==> config.mk <==
export PLATFORM = sky130hd
export DESIGN_NAME = vmd_row_chain
export DESIGN_NICKNAME = d
export VERILOG_FILES = /design/src/design/velocity_max_magnitude_dilation_defines.svh /design/src/design/vmd_pkg.sv /design/src/design/vmd_cell.sv /design/src/design/vmd_row_chain.sv
export SDC_FILE = /design/constraint.sdc
export NUM_CORES = 2
export LEC_CHECK = 0
export BUFFER_PORTS_ARGS = -buffer_cell sky130_fd_sc_hd__buf_2
export CAP_MARGIN = 20
export CORE_MARGIN = 2
export CORE_UTILIZATION = 40
export DETAILED_ROUTE_END_ITERATION = 10
export PLACE_DENSITY = 0.51
export SLEW_MARGIN = 20
export SYNTH_ARGS = -nofsm -noshare
export SYNTH_HDL_FRONTEND = slang
export SYNTH_SLANG_ARGS = --single-unit
==> constraint.sdc <==
create_clock -name clk -period 74.7 [get_ports clk]
set_clock_uncertainty 0.2 [all_clocks]
set_input_delay 3.735 -clock clk [delete_from_list [all_inputs] [get_ports clk]]
set_output_delay 3.735 -clock clk [all_outputs]
set_load 0.01 [all_outputs]
==> src/design/velocity_max_magnitude_dilation_defines.svh <==
// Assertion macros of the dilation block.
`ifndef VELOCITY_MAX_MAGNITUDE_DILATION_DEFINES_SVH
`define VELOCITY_MAX_MAGNITUDE_DILATION_DEFINES_SVH

// Same-cycle implication, checked on every rising clock edge outside reset.
`define VMD_ASSERT_NOW(lbl, ante, cons, msg) \
	lbl: assert property (@(posedge clk) disable iff (!arst_n) (ante) |-> (cons)) \
		else $error(msg);

// Next-cycle implication, checked on every rising clock edge outside reset.
`define VMD_ASSERT_NEXT(lbl, ante, cons, msg) \
	lbl: assert property (@(posedge clk) disable iff (!arst_n) (ante) |=> (cons)) \
		else $error(msg);

`endif

==> src/design/vmd_pkg.sv <==
// Package of the dilation block: widths, cell data, control and state types.
`timescale 1ns / 1ps
package vmd_pkg;

	localparam int VEL_W = 16;
	localparam int VEC_W = 2 * VEL_W;
	localparam int MAG_W = 32;

	localparam int MAX_RADIUS_DEF = 32;
	localparam int MAX_WIDTH_DEF  = 1024;
	localparam int MAX_HEIGHT_DEF = 4096;

	// One stored vector together with its squared magnitude
	typedef struct packed {
		logic [MAG_W-1:0] mag;
		logic [VEC_W-1:0] vec;
	} cell_t;

	// Control of the row chain: load a new pixel or rotate the ring
	typedef struct packed {
		logic shift;
		logic rot;
	} chain_ctrl_t;

	typedef enum logic [1:0] {
		REG_RADIUS,
		REG_WIDTH,
		REG_HEIGHT
	} cfg_reg_t;

	typedef enum logic [2:0] {
		ST_IDLE,
		ST_SETUP,
		ST_HSCAN,
		ST_VSCAN,
		ST_STORE
	} vmd_state_t;

	// Exact squared magnitude of a Q10.6 vector, at most 2^31
	function automatic logic [MAG_W-1:0] mag_of(input logic [VEC_W-1:0] v);
		logic signed [VEL_W-1:0] vx;
		logic signed [VEL_W-1:0] vy;
		logic signed [MAG_W-1:0] px;
		logic signed [MAG_W-1:0] py;
		vx = v[VEL_W-1:0];
		vy = v[VEC_W-1:VEL_W];
		px = MAG_W'(vx) * MAG_W'(vx);
		py = MAG_W'(vy) * MAG_W'(vy);
		return $unsigned(px) + $unsigned(py);
	endfunction

endpackage

==> src/design/vmd_cell.sv <==
// One cell of the row chain: holds a pixel and its magnitude.
`timescale 1ns / 1ps
module vmd_cell (
	input  logic                 clk,
	input  vmd_pkg::chain_ctrl_t ctrl,
	input  vmd_pkg::cell_t       left,
	input  vmd_pkg::cell_t       right,
	output vmd_pkg::cell_t       q
);
	import vmd_pkg::*;

	cell_t data_q;

	// Take the left neighbour on a shift, the right one on a rotation
	always_ff @(posedge clk) begin
		if (ctrl.shift) begin
			data_q <= left;
		end else if (ctrl.rot) begin
			data_q <= right;
		end
	end

	assign q = data_q;

endmodule

==> src/design/vmd_row_chain.sv <==
// Row chain: the most recent pixels of a row, shifted in and rotated past a tap.
`timescale 1ns / 1ps
module vmd_row_chain #(
	parameter int N = 2 * vmd_pkg::MAX_RADIUS_DEF + 1
) (
	input  logic                 clk,
	input  vmd_pkg::chain_ctrl_t ctrl,
	input  vmd_pkg::cell_t       din,
	output vmd_pkg::cell_t       tap
);
	import vmd_pkg::*;

	cell_t cq [N];

	// Cell 0 holds the newest pixel; a rotation brings older ones to it
	for (genvar k = 0; k < N; k++) begin : g_cell
		if (k == 0 && k == N - 1) begin : g_one
			vmd_cell u_cell (.clk(clk), .ctrl(ctrl), .left(din), .right(cq[0]), .q(cq[k]));
		end else if (k == 0) begin : g_first
			vmd_cell u_cell (.clk(clk), .ctrl(ctrl), .left(din), .right(cq[1]), .q(cq[k]));
		end else if (k == N - 1) begin : g_last
			vmd_cell u_cell (.clk(clk), .ctrl(ctrl), .left(cq[k-1]), .right(cq[0]), .q(cq[k]));
		end else begin : g_mid
			vmd_cell u_cell (.clk(clk), .ctrl(ctrl), .left(cq[k-1]), .right(cq[k+1]),
				.q(cq[k]));
		end
	end

	assign tap = cq[0];

endmodule

==> impl_metrics.csv <==
group,metric,value,unit
run_status,outcome,"complete, no violations",
placement,portBuffers,130,
synthesis,synth_cell_types,7,
floorplan,start_util,40.10,%
detailed_routing,drc,0,
sta,rsz0062_at_grt,"no",
critical_path,cpPeakStageDelay,0.90,ns
global_route,grt_overflow,0,
sta,slew_headroom,18.55,%
critical_path,path_cells,"buf_12, or2_4, buf_4, buf_4, buf_4, buf_4, buf_4, buf_4, buf_4, buf_4",
detailed_routing,antenna_left,0,
critical_path,critPathCaptureType,"flip-flop",
global_route,grt_pass1_vias,81070,
synthesis,postSynthCellCount,8848,
sta,worst_pin_slew,1.222,ns
critical_path,crit_arrival,11.86,ns
synthesis,yosysSeqAreaShare,71.19,%
synthesis,syn_nets,8915,
floorplan,io_pins,131,
sta,tns,0,ns
sta,final_hold_viol_count,0,
detailed_routing,wl,285.9,mm
synthesis,synth_top_family_by_area,"multiplexers",
placement,gp_congestion,0.7415,
synthesis,synthFlopType,"edfxtp_1",
global_route,grt_max_degree,205,
synthesis,yosys.area_share.simple,0.003565,%
synthesis,yosysWarnings,0,
detailed_routing,via_per_inst,4.996,
critical_path,critPathBufInv,9,
clock_tree,post_cts_resized,0,
job,maxCapViolations,0,
sta,finalSetupViolations,0,
global_route,grt_pass1_wl,449.9,mm
placement,dpl-instance-area,180500,um^2
finish,fin_nets,9059,
clock_tree,path_clk_slew,0.06,ns
clock_tree,insertion_delay,0.96,ns
placement,place_ws,62.00,ns
critical_path,cp.required,75.05,ns
clock_tree,clockBufferDepth,4,
synthesis,synth-async-reset-ratio,0,%
critical_path,cpMaxStageDelayCell,"buf_4",
detailed_routing,wl_per_cell,18.89,um
pwr,power.density,30.92,nW/um^2
synthesis,synth-xor-area-share,0,%
synthesis,synth.area.mux_share,26.70,%
placement,hpwl,173.2,mm
finish,instances_no_fill,15130,
floorplan,core,437500,um^2
synthesis,synth-adder-area-share,0,%
pwr,peakVddDrop,18.80,uV
critical_path,cp_common_cell,"buf_4",
clock_tree,htree_levels,5,
floorplan,fp.dieH,666.3,um
synthesis,netlist.top_cell.by_area,"edfxtp_1",
sta,timing.final.crit_share,15.40,%
floorplan,placementRows,243,
synthesis,ys_top_cells_by_area,"edfxtp_1 71%, mux2_2 27%, buf_6 0.92%",
critical_path,crit_family,"buffers and inverters",
clock_tree,cts_made_buffers,444,
synthesis,synth_compound_area_share,0,%
clock_tree,clkSinkCount,4160,
sta,fin_crit,11.51,ns
synthesis,syn_area,175500,um^2
finish,fin_area,194500,um^2
sta,slew_viol_final,0,
pwr,leakagePower,66.87,nW
synthesis,yosysTopAreaCellShare,71.19,%
pwr,total_power,0.006012,W
detailed_routing,drt-pass1-iter-count,5,
clock_tree,cts_tree,"yes",
clock_tree,clock-root-buffer,"clkbuf_16",
floorplan,die_area,444000,um^2
synthesis,synth_seq_cells,4160,
finish,final_layout_size_suffix_gt1_share,53.16,%
synthesis,synth_edf_count,4160,
clock_tree,post_cts_buffers,0,
critical_path,cp_max_fo,85,
critical_path,worstSetupStartpointType,"input port",
sta,fmax,0.08691,GHz
sta,setup_ws,63.19,ns
detailed_routing,drt_iter0_drc,5391,
clock_tree,cts_hold_buf,0,
global_route,grt_use_total,12.43,%
synthesis,synth_area_per_cell,19.83,um^2
floorplan,die_x,666.3,um
placement,placed_cells,14300,
global_route,antenna_found_initial,40,
critical_path,crit_type,"input port to flip-flop",
worst_hold_path,hold_class,"flip-flop to flip-flop",
synthesis,ys_top_cells_by_count,"4160 x edfxtp_1, 4160 x mux2_2, 318 x buf_2",
detailed_routing,vias,75600,
finish,area_growth,10.82,%
-- per-layer routing --
metal	global-route usage [%]	wire, um
met1	16.03	125300
met2	21.49	142300
met3	2.229	11340
met4	3.402	6880
met5	0	18
-- cell families (layout without fill, tap and decap cells) --
logic type / count (synthesis) / after routing
buffers and inverters: 527 / 1036
DFF: 4160 / 4160
muxes: 4160 / 4160
other: 0 / 17
and+or+nand+nor: 1 / 1
-- flip-flops by register name, indices dropped and copies added, names as in the netlist --
| name | cells |
|---|---|
| g_cell.g_mid.u_cell.q | 4032 |
| g_cell.g_first.u_cell.q | 64 |
| g_cell.g_last.u_cell.q | 64 |
-- placed cells by master, fill, tap and decap left out, drive strengths merged --
cell type / netlist / routed
clkbuf: 1 / 558
inv: 0 / 8
diode: 0 / 17
buf: 526 / 225
clkinvlp: 0 / 5
edfxtp: 4160 / 4160
bufinv: 0 / 28
mux2: 4160 / 4160
or2: 1 / 1
clkinv: 0 / 212
-- through the flow --
stage | hold WS, ns | util (%)
3_5_place_dp | 0.3351 | 41.26
4_1_cts | 0.3413 | 44.41
6_report | 0.3382 | 44.44
2_1_floorplan | 0.3246 | -
5_1_grt | 0.3576 | 44.44
3_3_place_gp | 0.3324 | 41.26
-- final cells by class --
class / instances / area, um^2
fill: 37060 / 243100
clock buffer: 558 / 11770
tap: 5757 / 7203
sequential: 4160 / 124900
timing repair buffer: 225 / 1654
antenna: 17 / 42.54
multi-input combinational: 4161 / 46850
clock inverter: 253 / 2007
-- power by group --
group          leakage [nW]  switching, W  total (W)  internal [W]
combinational          17.5      0.000206   0.000568      0.000361
clock                  6.75      0.000890    0.00210       0.00121
sequential             42.6      0.000220    0.00335       0.00313
total                  66.9       0.00132    0.00601       0.00470
-- worst paths after layout --
path	startpoint	slack [ns]	cells after the start	endpoint
setup reg to reg	g_cell[0].g_first.u_cell.q[53]	73.11	1	g_cell[1].g_mid.u_cell.q[53]
hold / removal	g_cell[64].g_last.u_cell.q[36]	0.34	1	g_cell[63].g_mid.u_cell.q[36]
setup / recovery	ctrl[1]	63.19	10	g_cell[19].g_mid.u_cell.q[14]
hold reg to reg	g_cell[64].g_last.u_cell.q[36]	0.34	1	g_cell[63].g_mid.u_cell.q[36]
Power figures use the tool's default switching activity.
